==> src/design/microwire_eeprom_master_core_macros.svh <==
// ---------------------------------------------------------------------------
// microwire eeprom master assertion macros
// concurrent checks that compile away in synthesis
// ---------------------------------------------------------------------------
`ifndef MICROWIRE_EEPROM_MASTER_CORE_MACROS_SVH
`define MICROWIRE_EEPROM_MASTER_CORE_MACROS_SVH

`ifndef SYNTHESIS

// condition must hold at every clock edge out of reset
`define MWEM_ASSERT_ALWAYS(label, cond) \
  label: assert property (@(posedge clk) disable iff (rst) (cond)) \
    else $error("mwem check failed");

// condition on one edge implies a consequence on the next edge
`define MWEM_ASSERT_NEXT(label, pre, post) \
  label: assert property (@(posedge clk) disable iff (rst) (pre) |=> (post)) \
    else $error("mwem check failed");

`else

`define MWEM_ASSERT_ALWAYS(label, cond)
`define MWEM_ASSERT_NEXT(label, pre, post)

`endif

`endif

==> src/design/mwem_pkg.sv <==
// ---------------------------------------------------------------------------
// mwem_pkg
// shared types and constants of the microwire eeprom master
// ---------------------------------------------------------------------------
package mwem_pkg;

  // device geometry, x8 organization
  localparam int ADDR_BITS  = 11;
  localparam int DATA_BITS  = 8;
  localparam int CMD_BITS   = 3;
  localparam int FRAME_BITS = CMD_BITS + ADDR_BITS + DATA_BITS;
  localparam int CNT_BITS   = $clog2(FRAME_BITS + 1);
  localparam int PEND_BITS  = ADDR_BITS + DATA_BITS;
  localparam int POLL_BITS  = 16;

  localparam logic [POLL_BITS-1:0] POLL_LIMIT_RESET = 16'd2000;

  // request codes
  localparam logic [1:0] OP_READ       = 2'd0;
  localparam logic [1:0] OP_WR_EN      = 2'd1;
  localparam logic [1:0] OP_WRITE_BYTE = 2'd2;
  localparam logic [1:0] OP_WR_DIS     = 2'd3;

  // start bit plus opcode
  localparam logic [CMD_BITS-1:0] CMD_READ  = 3'b110;
  localparam logic [CMD_BITS-1:0] CMD_EXT   = 3'b100;
  localparam logic [CMD_BITS-1:0] CMD_ERASE = 3'b111;
  localparam logic [CMD_BITS-1:0] CMD_WRITE = 3'b101;

  // bits in the short command frame, the full write frame and a data byte
  localparam logic [CNT_BITS-1:0] CMD_FRAME_LEN  = CNT_BITS'(CMD_BITS + ADDR_BITS);
  localparam logic [CNT_BITS-1:0] WRITE_FRAME_LEN = CNT_BITS'(FRAME_BITS);
  localparam logic [CNT_BITS-1:0] BYTE_LEN        = CNT_BITS'(DATA_BITS);

  // one classified tick word, front to back
  typedef struct packed {
    logic                  start;
    logic [1:0]            op;
    logic [FRAME_BITS-1:0] frame;
    logic [PEND_BITS-1:0]  pending;
    logic [7:0]            byte_count;
    logic                  din;
  } tick_word_t;

  // pin levels and status of one tick
  typedef struct packed {
    logic       cs;
    logic       sk;
    logic       so;
    logic       busy;
    logic       rv;
    logic [7:0] rb;
    logic       rl;
    logic       dn;
    logic       to;
  } tick_res_t;

endpackage

==> src/design/mwem_front.sv <==
// ---------------------------------------------------------------------------
// mwem_front
// accepts tick words, builds command frames and queues them for the engine
// ---------------------------------------------------------------------------
module mwem_front import mwem_pkg::*; #(
  parameter int QUEUE_DEPTH = 2
) (
  input  logic                 clk,
  input  logic                 rst,
  input  logic                 in_valid,
  output logic                 in_stall,
  input  logic                 start_req,
  input  logic [1:0]           op,
  input  logic [ADDR_BITS-1:0] address,
  input  logic [7:0]           byte_count,
  input  logic [7:0]           write_data,
  input  logic                 device_data_in,
  output logic                 q_valid,
  output tick_word_t           q_word,
  input  logic                 q_pop
);

  localparam int PW = (QUEUE_DEPTH > 1) ? $clog2(QUEUE_DEPTH) : 1;
  localparam int CW = $clog2(QUEUE_DEPTH + 1);

  tick_word_t          slots [QUEUE_DEPTH];
  tick_word_t          word_in;
  logic [PW-1:0]       wr_ptr;
  logic [PW-1:0]       rd_ptr;
  logic [CW-1:0]       count;
  logic                push;

  // command frame, left aligned so the msb goes out first
  always_comb begin
    word_in            = '0;
    word_in.start      = start_req;
    word_in.op         = op;
    word_in.byte_count = byte_count;
    word_in.din        = device_data_in;
    word_in.pending    = {address, write_data[DATA_BITS-1:0]};
    case (op)
      OP_READ: begin
        word_in.frame = {CMD_READ, address, {DATA_BITS{1'b0}}};
      end
      OP_WR_EN: begin
        word_in.frame = {CMD_EXT, 2'b11, {(ADDR_BITS - 2 + DATA_BITS){1'b0}}};
      end
      OP_WR_DIS: begin
        word_in.frame = {CMD_EXT, {(ADDR_BITS + DATA_BITS){1'b0}}};
      end
      OP_WRITE_BYTE: begin
        word_in.frame = {CMD_ERASE, address, {DATA_BITS{1'b0}}};
      end
      default: begin
        word_in.frame = '0;
      end
    endcase
  end

  // queue handshake
  assign in_stall = (count == CW'(QUEUE_DEPTH));
  assign push     = in_valid && !in_stall;
  assign q_valid  = (count != '0);
  assign q_word   = slots[rd_ptr];

  // queue storage
  always_ff @(posedge clk) begin
    if (push) begin
      slots[wr_ptr] <= word_in;
    end
  end

  // queue pointers and fill level
  always_ff @(posedge clk) begin
    if (rst) begin
      wr_ptr <= '0;
      rd_ptr <= '0;
      count  <= '0;
    end else begin
      if (push) begin
        wr_ptr <= (wr_ptr == PW'(QUEUE_DEPTH - 1)) ? '0 : wr_ptr + 1'b1;
      end
      if (q_pop) begin
        rd_ptr <= (rd_ptr == PW'(QUEUE_DEPTH - 1)) ? '0 : rd_ptr + 1'b1;
      end
      if (push && !q_pop) begin
        count <= count + 1'b1;
      end else if (q_pop && !push) begin
        count <= count - 1'b1;
      end
    end
  end

endmodule

==> src/design/mwem_back.sv <==
// ---------------------------------------------------------------------------
// mwem_back
// bus engine: one step of the microwire sequencer per queued tick word
// ---------------------------------------------------------------------------
module mwem_back import mwem_pkg::*; (
  input  logic                 clk,
  input  logic                 rst,
  input  logic                 cfg_we,
  input  logic [POLL_BITS-1:0] cfg_wdata,
  input  logic                 q_valid,
  input  tick_word_t           q_word,
  output logic                 q_pop,
  output logic                 out_valid,
  input  logic                 out_stall,
  output tick_res_t            res
);

  localparam logic [3:0] PH_IDLE    = 4'd0;
  localparam logic [3:0] PH_SEND_LO = 4'd1;
  localparam logic [3:0] PH_SEND_HI = 4'd2;
  localparam logic [3:0] PH_RECV_LO = 4'd3;
  localparam logic [3:0] PH_RECV_HI = 4'd4;
  localparam logic [3:0] PH_GAP     = 4'd5;
  localparam logic [3:0] PH_POLL    = 4'd6;
  localparam logic [3:0] PH_REARM   = 4'd7;
  localparam logic [3:0] PH_END     = 4'd8;

  logic [3:0]            phase, phase_next;
  logic [1:0]            current_op, current_op_next;
  logic [FRAME_BITS-1:0] tx_shift, tx_shift_next;
  logic [CNT_BITS-1:0]   bit_counter, bit_counter_next;
  logic [7:0]            bytes_left, bytes_left_next;
  logic [DATA_BITS-1:0]  rx_shift, rx_shift_next;
  logic [POLL_BITS-1:0]  poll_counter, poll_counter_next;
  logic [PEND_BITS-1:0]  pending_write, pending_write_next;
  logic                  write_stage, write_stage_next;
  logic [POLL_BITS-1:0]  poll_limit;
  logic                  fire;
  tick_res_t             step;
  logic [CNT_BITS-1:0]   cnt_dec;
  logic [DATA_BITS-1:0]  rx_new;
  logic [7:0]            left_dec;

  // one step when a word waits and the output register is free
  assign fire  = q_valid && (!out_valid || !out_stall);
  assign q_pop = fire;

  assign cnt_dec  = (bit_counter != '0) ? bit_counter - 1'b1 : '0;
  assign rx_new   = {rx_shift[DATA_BITS-2:0], q_word.din};
  assign left_dec = bytes_left - 8'd1;

  // sequencer step
  always_comb begin
    phase_next         = phase;
    current_op_next    = current_op;
    tx_shift_next      = tx_shift;
    bit_counter_next   = bit_counter;
    bytes_left_next    = bytes_left;
    rx_shift_next      = rx_shift;
    poll_counter_next  = poll_counter;
    pending_write_next = pending_write;
    write_stage_next   = write_stage;
    step               = '0;
    step.busy          = 1'b1;
    case (phase)
      PH_IDLE: begin
        if (q_word.start) begin
          current_op_next  = q_word.op;
          tx_shift_next    = q_word.frame;
          bit_counter_next = CMD_FRAME_LEN;
          write_stage_next = 1'b0;
          if (q_word.op == OP_READ) begin
            bytes_left_next = q_word.byte_count;
          end
          if (q_word.op == OP_WRITE_BYTE) begin
            pending_write_next = q_word.pending;
          end
          // first clock-low tick goes out with the request
          step.cs    = 1'b1;
          step.so    = q_word.frame[FRAME_BITS-1];
          phase_next = PH_SEND_HI;
        end else begin
          step.busy = 1'b0;
        end
      end
      PH_SEND_LO: begin
        step.cs    = 1'b1;
        step.so    = (bit_counter != '0) && tx_shift[FRAME_BITS-1];
        phase_next = PH_SEND_HI;
      end
      PH_SEND_HI: begin
        step.cs          = 1'b1;
        step.sk          = 1'b1;
        step.so          = (bit_counter != '0) && tx_shift[FRAME_BITS-1];
        tx_shift_next    = tx_shift << 1;
        bit_counter_next = cnt_dec;
        if (cnt_dec != '0) begin
          phase_next = PH_SEND_LO;
        end else if (current_op == OP_READ) begin
          if (bytes_left == 8'd0) begin
            phase_next = PH_END;
          end else begin
            bit_counter_next = BYTE_LEN;
            rx_shift_next    = '0;
            phase_next       = PH_RECV_LO;
          end
        end else if (current_op == OP_WRITE_BYTE) begin
          phase_next = PH_GAP;
        end else begin
          phase_next = PH_END;
        end
      end
      PH_RECV_LO: begin
        step.cs    = 1'b1;
        phase_next = PH_RECV_HI;
      end
      PH_RECV_HI: begin
        step.cs = 1'b1;
        step.sk = 1'b1;
        if (cnt_dec == '0) begin
          step.rv         = 1'b1;
          step.rb         = rx_new[7:0];
          step.rl         = (bytes_left == 8'd1);
          bytes_left_next = left_dec;
          rx_shift_next   = '0;
          if (left_dec == 8'd0) begin
            bit_counter_next = '0;
            phase_next       = PH_END;
          end else begin
            bit_counter_next = BYTE_LEN;
            phase_next       = PH_RECV_LO;
          end
        end else begin
          rx_shift_next    = rx_new;
          bit_counter_next = cnt_dec;
          phase_next       = PH_RECV_LO;
        end
      end
      PH_GAP: begin
        poll_counter_next = '0;
        phase_next        = PH_POLL;
      end
      PH_POLL: begin
        step.cs = 1'b1;
        if (q_word.din) begin
          phase_next = write_stage ? PH_END : PH_REARM;
        end else if (poll_counter >= poll_limit) begin
          step.to    = 1'b1;
          phase_next = write_stage ? PH_END : PH_REARM;
        end else begin
          poll_counter_next = poll_counter + 1'b1;
        end
      end
      PH_REARM: begin
        tx_shift_next    = {CMD_WRITE, pending_write};
        bit_counter_next = WRITE_FRAME_LEN;
        write_stage_next = 1'b1;
        phase_next       = PH_SEND_LO;
      end
      PH_END: begin
        step.dn    = 1'b1;
        phase_next = PH_IDLE;
      end
      default: begin
        step.busy  = 1'b0;
        phase_next = PH_IDLE;
      end
    endcase
  end

  // sequencer state
  always_ff @(posedge clk) begin
    if (rst) begin
      phase         <= PH_IDLE;
      current_op    <= '0;
      tx_shift      <= '0;
      bit_counter   <= '0;
      bytes_left    <= '0;
      rx_shift      <= '0;
      poll_counter  <= '0;
      pending_write <= '0;
      write_stage   <= 1'b0;
    end else if (fire) begin
      phase         <= phase_next;
      current_op    <= current_op_next;
      tx_shift      <= tx_shift_next;
      bit_counter   <= bit_counter_next;
      bytes_left    <= bytes_left_next;
      rx_shift      <= rx_shift_next;
      poll_counter  <= poll_counter_next;
      pending_write <= pending_write_next;
      write_stage   <= write_stage_next;
    end
  end

  // ready poll limit register
  always_ff @(posedge clk) begin
    if (rst) begin
      poll_limit <= POLL_LIMIT_RESET;
    end else if (cfg_we) begin
      poll_limit <= cfg_wdata;
    end
  end

  // output register valid
  always_ff @(posedge clk) begin
    if (rst) begin
      out_valid <= 1'b0;
    end else if (fire) begin
      out_valid <= 1'b1;
    end else if (!out_stall) begin
      out_valid <= 1'b0;
    end
  end

  // output register payload
  always_ff @(posedge clk) begin
    if (fire) begin
      res <= step;
    end
  end

endmodule

==> src/design/microwire_eeprom_master_core.sv <==
// ---------------------------------------------------------------------------
// microwire_eeprom_master_core
// microwire eeprom master, x8 organization, one half-period tick per word
// ---------------------------------------------------------------------------
// the result word is registered at the same edge that takes its tick word
// throughput: one tick word per cycle while one is queued and the output is free,
// one result word per tick word
// the rate is set by the single-step sequencer, fed from a QUEUE_DEPTH queue
// reset (synchronous): queue and output register empty, sequencer idle,
// ready poll limit back to 2000 ticks
`include "microwire_eeprom_master_core_macros.svh"

module microwire_eeprom_master_core import mwem_pkg::*; #(
  parameter int QUEUE_DEPTH = 2
) (
  input  logic                 clk,
  input  logic                 rst,
  input  logic                 cfg_we,
  input  logic [POLL_BITS-1:0] cfg_wdata,
  input  logic                 in_valid,
  output logic                 in_stall,
  input  logic                 start_req,
  input  logic [1:0]           op,
  input  logic [ADDR_BITS-1:0] address,
  input  logic [7:0]           byte_count,
  input  logic [7:0]           write_data,
  input  logic                 device_data_in,
  output logic                 out_valid,
  input  logic                 out_stall,
  output logic                 chip_select,
  output logic                 serial_clock,
  output logic                 serial_out,
  output logic                 busy_res,
  output logic                 read_valid,
  output logic [7:0]           read_byte,
  output logic                 read_last,
  output logic                 done_res,
  output logic                 timed_out
);

  logic       q_valid;
  logic       q_pop;
  tick_word_t q_word;
  tick_res_t  res;

  // front: accept and classify
  mwem_front #(
    .QUEUE_DEPTH(QUEUE_DEPTH)
  ) u_front (
    .clk           (clk),
    .rst           (rst),
    .in_valid      (in_valid),
    .in_stall      (in_stall),
    .start_req     (start_req),
    .op            (op),
    .address       (address),
    .byte_count    (byte_count),
    .write_data    (write_data),
    .device_data_in(device_data_in),
    .q_valid       (q_valid),
    .q_word        (q_word),
    .q_pop         (q_pop)
  );

  // back: bus sequencer and output register
  mwem_back u_back (
    .clk      (clk),
    .rst      (rst),
    .cfg_we   (cfg_we),
    .cfg_wdata(cfg_wdata),
    .q_valid  (q_valid),
    .q_word   (q_word),
    .q_pop    (q_pop),
    .out_valid(out_valid),
    .out_stall(out_stall),
    .res      (res)
  );

  // result word fields
  assign chip_select  = res.cs;
  assign serial_clock = res.sk;
  assign serial_out   = res.so;
  assign busy_res     = res.busy;
  assign read_valid   = res.rv;
  assign read_byte    = res.rb;
  assign read_last    = res.rl;
  assign done_res     = res.dn;
  assign timed_out    = res.to;

  // a queued word with room at the output always yields a result next cycle
  `MWEM_ASSERT_NEXT(a_step_lands, q_valid && !(out_valid && out_stall), out_valid)
  // the serial clock only pulses with the device selected
  `MWEM_ASSERT_ALWAYS(a_clock_selected, !(out_valid && serial_clock) || chip_select)
  // a finished request drops select and is never a poll tick
  `MWEM_ASSERT_ALWAYS(a_done_deselect, !(out_valid && done_res) || (!chip_select && !timed_out))
  // received bytes only while a request runs
  `MWEM_ASSERT_ALWAYS(a_read_busy, !(out_valid && read_valid) || (busy_res && chip_select))

endmodule
==> config.mk <==
export PLATFORM = sky130hd
export DESIGN_NAME = microwire_eeprom_master_core
export DESIGN_NICKNAME = d
export VERILOG_FILES = /design/src/design/mwem_pkg.sv /design/src/design/mwem_front.sv /design/src/design/mwem_back.sv /design/src/design/microwire_eeprom_master_core.sv
export VERILOG_INCLUDE_DIRS = /design/src /design/src/design
export SDC_FILE = /design/constraint.sdc
export NUM_CORES = 1
export LEC_CHECK = 0
export BUFFER_PORTS_ARGS = -buffer_cell sky130_fd_sc_hd__buf_2
export CORE_ASPECT_RATIO = 0.5
export CORE_MARGIN = 1.5
export CORE_UTILIZATION = 43
export CTS_CLUSTER_DIAMETER = 80
export DETAILED_ROUTE_END_ITERATION = 8
export PLACE_DENSITY_LB_ADDON = 0.1
export SYNTH_ARGS = -nofsm -noshare
export SYNTH_HDL_FRONTEND = slang
export SYNTH_SLANG_ARGS = --single-unit
export TNS_END_PERCENT = 30
==> constraint.sdc <==
create_clock -name clk -period 2.8 [get_ports clk]
set_input_delay 0 -clock clk [delete_from_list [all_inputs] [get_ports clk]]
set_output_delay 0 -clock clk [all_outputs]
set_load 0.01 [all_outputs]
**Yosys cells after proc, flatten, opt, wreduce, memory -nomap -nowiden**

Memories as Yosys holds them, arrays and structs flattened. A register that Yosys moved wholly into a read port is not among the register bits.
Index checks and enable logic that the tools add are counted.

- Reduce and logical (&&, ||, !) cells: 43
- Equality and inequality tests: 25
- Bitwise logic cells: 1
- Multiplexer cells: 55
- Shifts and indexed selects: 0
- Magnitude comparators: 1
- Multiply operators: 0
- $add $sub $neg: 7
- Div/mod/pow operators: 0

Operators by type and width:

| kind | count |
|---|---|
| case mux 22 bit (4 select lines) | 1 |
| case mux 22 bit (3 select lines) | 1 |
| 2-to-1 mux 4 bit | 11 |
| 2-to-1 mux 16 bit | 2 |
| case mux 16 bit (2 select lines) | 1 |
| case mux 4 bit (8 select lines) | 1 |
| 2-to-1 mux 5 bit | 6 |
| 2-to-1 mux 7 bit | 4 |
| 2-to-1 mux 8 bit | 3 |
| 2-to-1 mux 22 bit | 1 |
| case mux 5 bit (4 select lines) | 1 |
| adder 16 x 1 -> 16 bit (second input constant) | 1 |
| equality test 4 x 3 -> 1 bit (second input constant) | 4 |
| >= comparator 16 bit | 1 |
| zero test 8 bit | 2 |
| case mux 8 bit (2 select lines) | 1 |
| AND reduction 3 bit | 5 |
| 2-to-1 mux 1 bit | 14 |
| case mux 7 bit (2 select lines) | 1 |
| nonzero test 2 bit | 6 |
| equality test 2 bit (second input constant) | 5 |
| 2-to-1 mux 10 bit | 1 |
| != test 2 bit (second input constant) | 5 |
| AND reduction 5 bit | 2 |
| 29 further kinds | 52 |

- Memories: 1
- Memory bits (read-only): 0
- Register bits: 121
- Memory bits (writable): 106
- Input bits: 52
- Logic and storage cells: 156
- Bits in latches: 0

Memory list:

| name | depth | width | read ports | clocked after memory_dff | wr ports | RTL line | RTL |
|---|---|---|---|---|---|---|---|
| u_front.slots | 2 | 53 | 1 | 1 | 1 | mwem_front.sv:26 | `tick_word_t slots [QUEUE_DEPTH];` |

**Depth between registers and ports, before layout**

Gate-level depths: netlist of run 1.

- Depth in word-level cells: 7
- Gate-level depth with buffers: 9
- Depth with buffers taken out: 8

**Modules after synthesis**

From an unflattened synthesis of run 1, not the netlist that was laid out.

- Cell total of the unflattened synthesis: 887
- Area, all modules: 9,545.4 um^2

Modules (own cells, without submodules):

| module | times used | area each (um^2) | cells an instance |
|---|---|---|---|
| mwem_back | 1 | 5,984.5 | 697 |
| mwem_front | 1 | 3,560.9 | 190 |

**Least setup slack after synthesis of run 1**

No wires, ideal clock.

- Kind: register -> register
- Start point: register u_front.count[0]
- End point: memory u_front.slots[0][0] (netlist bit) (enable)
- Path slack: -129 ps
- Cell stages (with the launch flop): 4
- Period minus slack after synthesis: 2,929 ps
- Library setup time: 445 ps
- Data arrival time: 2,484 ps
- Required time: 2,355 ps
- Cell sequence: dfxtp_1 nand2b_1 nand2_1 nor2_1

- Longest elaborated chain between the ends: 5

RTL lines:

| element | RTL line | RTL |
|---|---|---|
| from (decl) | mwem_front.sv:30 | `logic [CW-1:0] count;` |
| from (signal assigned) | mwem_front.sv:87 | `count <= count + 1'b1;` |
| from (signal assigned) | mwem_front.sv:89 | `count <= count - 1'b1;` |
| equality test 2 bit | mwem_front.sv:61 | `assign in_stall = (count == CW'(QUEUE_DEPTH));` |
| zero test 1 bit | mwem_front.sv:62 | `assign push = in_valid && !in_stall;` |
| logical AND 1 bit | mwem_front.sv:62 |  |
| 2-to-1 mux 1 bit | mwem_front.sv:68 | `if (push) begin` |
| 2-to-1 mux 1 bit (implied by the code) | mwem_front.sv:69 | `slots[wr_ptr] <= word_in;` |
| to (decl) | mwem_front.sv:26 |  |

No other way between the ends.

**Worst setup path after layout of run 1**

- Start point: register u_back.bit_counter[0]
- End point: register u_back.rx_shift[4]

- Longest elaborated chain between the ends: 5

RTL lines:

| element | RTL line | RTL |
|---|---|---|
| from (decl) | mwem_back.sv:31 | `logic [CNT_BITS-1:0] bit_counter, bit_counter_next;` |
| from (signal assigned) | mwem_back.sv:187 | `bit_counter <= bit_counter_next;` |
| subtractor 5 x 1 -> 5 bit or nonzero test 5 bit (tied branches) | mwem_back.sv:48 | `assign cnt_dec = (bit_counter != '0) ? bit_counter - 1'b1 : '0;` |
| 2-to-1 mux 5 bit (*) | mwem_back.sv:48 |  |
| nonzero test 5 bit or zero test 5 bit (tied branches) | mwem_back.sv:97, mwem_back.sv:120 |  |
| != test 2 bit (no source line) or 2-to-1 mux 7 bit (tied branches) | n/a |  |
| AND reduction 5 bit (no source line) or case mux 7 bit (2 select lines) (tied branches) | n/a |  |
| to (signal assigned) | mwem_back.sv:189 | `rx_shift <= rx_shift_next;` |
| to (decl) | mwem_back.sv:33 | `logic [DATA_BITS-1:0] rx_shift, rx_shift_next;` |

Mark *: on every way between the ends. The rest lies on a longest branch, timed or not.
A chain may end at the register's enable or synchronous reset.

==> results of run 1 <==
## layout by cell type, fill, tap and decap left out, types with 3 or more instances in the layout
master and count:
a2111o_1 6, a211o_1 5, a211oi_1 40, a21o_1 3, a21oi_1 49, a221oi_1 20, a31oi_1 4, and2_1 5
and3_1 16, buf_2 69, buf_4 25, clkbuf_1 11, clkbuf_16 21, dfxtp_1 105, dlygate4sd3_1 62, edfxtp_1 104
ha_1 23, inv_1 36, mux2i_1 66, nand2_1 56, nand2b_1 8, nand3_1 15, nand3b_1 5, nand4_1 12
nor2_1 82, nor2b_1 15, nor3_1 35, nor3b_1 4, nor4b_1 4, o211ai_1 7, o21ai_0 21, o21ai_1 10
o32ai_1 3, or2_2 8, or3_1 4, xor2_1 5
## per-layer routing
layer | vias to the layer above | part of all wire [%] | global-route usage (%)
met5 | - | 0 | 0
met4 | 0 | 1.6 | 4.541
met3 | 30 | 4.5 | 3.880
met2 | 125 | 46 | 30.09
met1 | 3293 | 48 | 25.34
li1 | 3461 | - | -
## sequential cells by signal (all words and copies together), names as in the netlist, named ones only
| register | cells |
|---|---|
| u_front.slots | 88 |
| u_back.tx_shift | 22 |
| u_back.pending_write | 19 |
| u_back.poll_counter | 16 |
| u_back.poll_limit | 16 |
| u_back.res | 16 |
| u_back.bytes_left | 8 |
| u_back.rx_shift | 7 |
| u_back.bit_counter | 5 |
| u_back.phase | 4 |
| u_back.current_op | 2 |
| u_front.count | 2 |
| u_back.out_valid | 1 |
| u_back.write_stage | 1 |
| u_front.rd_ptr | 1 |
| u_front.wr_ptr | 1 |
## where the power goes
| group | internal, mW | leakage [nW] | switching (mW) |
|---|---|---|---|
| registers | 3.91 | 1.85 | 0.286 |
| clock network | 1.45 | 0.297 | 1.15 |
| logic | 1.15 | 1.99 | 1.76 |
| total | 6.51 | 4.13 | 3.20 |
## logic make-up after synthesis
logic type | after synthesis | synth area share, %
AOI/OAI and AO/OA | 190 | 14.03
xor gates and xnor gates | 6 | 0.5595
adders and majority gates | 23 | 3.064
buffers and inverters | 93 | 4.729
DFF | 210 | 55.84
muxes | 67 | 7.153
and+or+nand+nor | 280 | 14.63
## synth_stat cells (all sizes together), types with 8 or more instances
cell | instances | area (µm²)
a21oi | 50 | 261.5
nand2b | 8 | 50.05
nor3 | 35 | 175.2
clkbuf | 42 | 217.7
a221oi | 20 | 175.2
a211oi | 41 | 312.8
nand2 | 57 | 216.5
ha | 23 | 287.8
o21ai | 32 | 163.9
inv | 37 | 138.9
nand3 | 15 | 75.07
edfxtp | 104 | 3123
nand4 | 12 | 75.07
mux2i | 66 | 660.6
buf | 14 | 87.57
and3 | 18 | 113.9
or2 | 9 | 56.31
nor2b | 15 | 93.84
dfxtp | 106 | 2122
nor2 | 84 | 315.3
## repair_timing
| action | CTS | global route |
|---|---|---|
| hold buffers | 62 | 0 |
| hold endpoints to repair | 108 | 0 |
| endpoints found under the setup margin | 0 | 0 |
| resized for setup | 0 | 0 |
| buffers inserted | 0 | 0 |
## area by class of cell
cell class | instances | area share (%)
timing repair buffer | 158 | 10.59
clock buffer | 34 | 5.271
multi-input combinational | 566 | 32.95
inverter | 37 | 1.232
clock inverter | 2 | 0.1887
tap | 292 | 3.240
sequential | 210 | 46.53
## final timing paths
check / startpoint / to / slack [ns] / cells after the start
max: u_back.bit_counter[0] / u_back.rx_shift[4] / 0.25 / 8
min reg2reg: u_back.tx_shift[19] / u_back.tx_shift[19] / 0.46 / 2
min: cfg_we / u_back.poll_limit[8] / 0.02 / 3
max reg2reg: u_back.bit_counter[0] / u_back.rx_shift[4] / 0.25 / 8
## worst max-delay path: stages (launching register included)
cell     delay, ns
dfxtp_1       0.34
inv_1         0.07
ha_1          0.25
or4b_4        0.52
o21ai_2       0.10
and3_2        0.35
nand3_1       0.22
a21oi_4       0.38
mux2i_1       0.24
## through the flow
stage / power, mW / worst slack [ns] / instance area (µm²) / util [%] / hold WS (ns)
floorplan: 6.297 / 0.5497 / 9395 / - / 0.09887
global placement: 7.058 / 0.3996 / 10040 / 47.87 / 0.1880
detailed placement: 7.102 / 0.3065 / 10040 / 47.87 / 0.1916
CTS: 9.807 / 0.2995 / 11270 / 53.76 / 0.001475
global route: 10.30 / 0.06193 / 11270 / 53.76 / 0.04406
finish: 9.704 / 0.2508 / 11270 / 53.76 / 0.01797
==> impl_results.md, run 1 <==
* Die Height at between 100 and 150 µm
* Class of the most critical setup path: reg2reg
* Number of nets at the end of the flow at between 1000 and 1500
* Proportion of synthesized chip area in sequential cells at about 56%
* Routed wire length at between 20000 and 25000 µm
* Final period demand of the worst path at between 2 and 3 ns
* Clk slew on worst S/H paths at about 0.060 ns
* Slew Limit Headroom at about half
* Endpoints failing setup at 0
* Total overflow reported by the global router at 0
* Cell count after synthesis at ~870
* Fill cells at about 1800
* Ratio of final minimum period to clock period at ~90%
* CTS tree: done
* Fin Setup TNS at 0 ns
* Hold Fails Final Rpt at 0
* Share of flip-flops with an asynchronous set or reset at 0%
* Slew @ Worst Pin at just over 0.7 ns
* Remaining design rule violation count at 0
* Die outline width at 212.0 µm
* Global-route wire length before repair at 33770 µm
* IO Pins at 70
* Max Fanout on Critical Path at 15
* Sort of element at the start of the critical path: flop
* Pin count of the biggest net entering global routing at 64
* Post-detailed-route wirelength per cell at about 16 µm
* Result of the run: complete, no violations
* Total core area at ~21000 µm²
* Number of rows created at floorplan at 37
* Remaining antenna violation count after routing at 0
* Static Leak at about 4.1 nW
* Post-Syn Nets at 944
* HPWL after detailed placement at between 10000 and 15000 µm
* Area delta synth->final at 20.04%
* Final slew viol count at 0
* Area of the die at approximately 23000 µm²
* Number of violations of the max-capacitance limit at 0
* Starting Density at 44.79%
* Vias in the first global route at approximately 6600
* Multi-input combinational cell area at between 3000 and 4000 µm²
* Number of antenna violations at the first check in global routing at 0
* Routability-driven placement congestion ratio at about 0.9
* Fraction of layout cells with a size suffix above 1 at between 10 and 15%
* Final cell count without fillers at between 1000 and 1500
* IR Drop Worst-Case VDD at 0.0004425 V
* Fmax achieved at ~0.4 GHz
* Average footprint of a synthesized cell at 10.81 µm²
* Clock Sinks at 210
* Unrepaired setup endpoints after global routing: no
* First-pass iteration count of the detailed router at 5
* Worst min-delay path class: in2reg
* CTS buffer count at 20
* Post-placement cell count at roughly 1200
* Post-synth top flop: dfxtp_1
* FF+latch count, synth at between 200 and 250
* Count of flip-flops with a built-in enable after synthesis at ~100
* FF/Latch Area at between 5000 and 6000 µm²
* Detailed router's first-iteration violation count at around 460
* Clock root cell: clkbuf_16
* Count of synthesis-stage warnings from yosys at 0
* Critical path endpoint category: flop
* Maximum buffer depth of the clock tree at 3
* Netlist area before placement at 9393 µm²
* Vias per inst at 5.319
* Power Density at around 860 nW/µm²
* Clock Skew at 0.01800 ns
* Antenna Diode Count at 0
* Total number of vias at roughly 6900
* Insertion delay of the later-clocked pin in the worst-skew pair at between 0.5 and 0.6 ns
* Cell variety after synth at 65
* Data arrival time of the critical path at ~3.0 ns
* Htree depth at 1
* Total routing usage reported by global routing at 18.53%
* Critical path data required time at ~3.2 ns
* Count of input and output buffers at between 60 and 70
Note: power is estimated with default switching activity, not from simulation.
==> run 2, diff against run 1 <==
--- a/config.mk
+++ b/config.mk
@@ -9,10 +9,11 @@
 export BUFFER_PORTS_ARGS = -buffer_cell sky130_fd_sc_hd__buf_2
 export CORE_ASPECT_RATIO = 0.5
 export CORE_MARGIN = 1.5
-export CORE_UTILIZATION = 43
+export CORE_UTILIZATION = 45
 export CTS_CLUSTER_DIAMETER = 80
 export DETAILED_ROUTE_END_ITERATION = 8
 export PLACE_DENSITY_LB_ADDON = 0.1
+export REMOVE_ABC_BUFFERS = 1
 export SYNTH_ARGS = -nofsm -noshare
 export SYNTH_HDL_FRONTEND = slang
 export SYNTH_SLANG_ARGS = --single-unit
==> impl_results.md, run 2 (synthesis gave the netlist of run 1 again) <==
* Result of the run: complete, no violations
* Fraction of layout cells with a size suffix above 1 at 14.26% (+0.057 points)
* Antenna Diode Count at 0 (unchanged)
* Launch point of the worst hold path: rst
* Count of input and output buffers at 69 (unchanged)
* Power Density at 857.7 nW/µm² (-0.35%)
* IO Pins at 70 (unchanged)
* First element of the critical path: u_back.bit_counter[0]
* Commonest cells after routing, fill and taps aside: dfxtp_1, edfxtp_1, nor2_1
* Slew @ Worst Pin at 0.8547 ns (+0.1332 ns)
* Routability-driven placement congestion ratio at 0.8974 (+1.1%)
* Number of rows created at floorplan at 37 (unchanged)
* Number of gates resized after CTS at 0 (unchanged)
* Class of the most critical setup path: reg2reg
* Critical path endpoint category: flop
* Die outline width at 207.3 µm (-2.2%)
* Number of flip-flops under the largest register name at 88 (unchanged)
* CTS buffer count at 20 (unchanged)
* Data arrival time of the critical path at 3.00 ns (+0.02 ns)
* Vias per inst at 5.395 (+1.4%)
* Routed wire length at 20620 µm (-0.79%)
* Static Leak at 4.103 nW (-0.76%)
* Fin Setup TNS at 0 ns (unchanged)
* Clock Skew at 0.01511 ns (-0.002881 ns)
* Htree depth at 1 (unchanged)
* HPWL after detailed placement at 13090 µm (-2.3%)
* Pwr Total at 9.605 mW (-1.0%)
* Area of the die at 21800 µm² (-4.4%)
* Global-route wire length before repair at 33550 µm (-0.63%)
* Ratio of final minimum period to clock period at 92.48% (+1.4 points)
* Area delta synth->final at 19.24%
* Hold Fails Final Rpt at 0 (unchanged)
* Die Height at 105.2 µm (-2.2%)
* Starting Density at 45.80% (+1.0 points)
* Maximum buffer depth of the clock tree at 3 (unchanged)
* Post-detailed-route wirelength per cell at 16.16 µm (+0.99%)
* Endpoints failing setup at 0 (unchanged)
* Most common cell after layout, fill and taps aside: dfxtp_1
* Clk slew on worst S/H paths at 0.06 ns (about the same)
* Insertion delay of the later-clocked pin in the worst-skew pair at 0.50 ns (-0.02 ns)
* Remaining design rule violation count at 0 (unchanged)
* RR Startpoint: u_back.bit_counter[0]
* Final slew viol count at 0 (unchanged)
* Vias in the first global route at 6584 (+0.12%)
* IR Drop Worst-Case VDD at 0.0003619 V (-18%)
* Pin count of the biggest net entering global routing at 60 (-6.3%)
* Total core area at 20510 µm² (-2.2%)
* Register with the most flip-flops: u_front.slots
* Number of antenna violations at the first check in global routing at 0 (unchanged)
* Clock root cell: clkbuf_16
* CTS tree: done
* Max Fanout on Critical Path at 15 (unchanged)
* Number of nets at the end of the flow at 1064 (-0.37%)
* Total routing usage reported by global routing at 18.88% (+0.35 points)
* Slew Limit Headroom at 42.21% (-9.7 points)
* Largest registers in the final layout: u_front.slots (88), u_back.tx_shift (22), u_back.pending_write (19)
* Post-placement cell count at 1182 (-1.6%)
* Sort of element at the start of the critical path: flop
* Clock Sinks at 210 (unchanged)
* FF/Latch Area at 5246 µm² (unchanged)
* Total overflow reported by the global router at 0 (unchanged)
* Critical path data required time at 3.21 ns (-0.02 ns)
* Remaining antenna violation count after routing at 0 (unchanged)
* Detailed router's first-iteration violation count at 414 (-11%)
* Fill cells at 1820 (-1.5%)
* Fmax achieved at 0.3862 GHz (-1.6%)
* Number of violations of the max-capacitance limit at 0 (unchanged)
* First-pass iteration count of the detailed router at 7 (+2)
* Total number of vias at 6884 (-0.36%)
* Final period demand of the worst path at 2.589 ns (+0.04020 ns)
* Final cell count without fillers at 1276 (-1.8%)
* Worst min-delay path class: in2reg
* Unrepaired setup endpoints after global routing: no
* Multi-input combinational cell area at 3715 µm² (unchanged)
[run 2: cell types whose count changed in the layout (fill, tap and decap cells not counted), sizes merged]
cell	previous run	this run
clkinvlp	0	2
dlygate4sd3	62	58
clkinv	2	7
clkbuf	34	27
[run 2: final timing paths]
check                        end  slack [ns]  cells past startpoint
min reg2reg  u_back.tx_shift[19]        0.46                      2
max reg2reg   u_back.rx_shift[5]        0.21                      8
max           u_back.rx_shift[5]        0.21                      8
min             u_front.count[1]        0.01                      2
[run 2: final cells by class]
| cell class | count | share of cell area, % |
|---|---|---|
| multi-input combinational | 566 | 33.17 |
| tap | 273 | 3.050 |
| clock inverter | 9 | 0.4916 |
| inverter | 37 | 1.240 |
| clock buffer | 27 | 4.793 |
| timing repair buffer | 154 | 10.41 |
| sequential | 210 | 46.84 |
[run 2: through the flow]
step | area [µm²] | setup WS, ns | util, % | hold WS [ns]
floorplan | 9087 | -1.191 | - | 0.06907
global placement | 10030 | 0.3544 | 48.89 | 0.1873
detailed placement | 10030 | 0.2708 | 48.89 | 0.1909
CTS | 11200 | 0.2211 | 54.61 | 0.003447
global route | 11200 | 0.06909 | 54.61 | 0.01906
finish | 11200 | 0.2106 | 54.61 | 0.01309
[run 2: repair_timing]
action                                 in CTS  in global routing
endpoints found under the hold margin     106                  0
hold buffers                               58                  0
setup buffers                               0                  0
[run 2: routing by layer]
| metal | vias up | wire length [µm] | GRT usage (%) | part of all wire [%] |
|---|---|---|---|---|
| met5 | - | 0 | 0 | 0 |
| met4 | 0 | 264 | 3.519 | 1.3 |
| met3 | 26 | 920 | 3.156 | 4.5 |
| met2 | 137 | 9320 | 31.24 | 45 |
| met1 | 3271 | 10120 | 26.32 | 49 |
| li1 | 3450 | - | - | - |
[run 2: critical path: stages (launching register included)]
cell and delay [ns]:
dfxtp_1 0.34, inv_1 0.07, ha_1 0.25, or4b_4 0.52
o21ai_2 0.10, and3_2 0.36, nand3_1 0.24, a21oi_4 0.39
mux2i_1 0.24
[run 2: report_power, final]
group          switching, mW  leakage, nW  internal, mW  total (mW)
Clock                   1.14        0.280          1.35        2.50
Combinational           1.76         1.98          1.15        2.91
Sequential             0.293         1.85          3.91        4.20
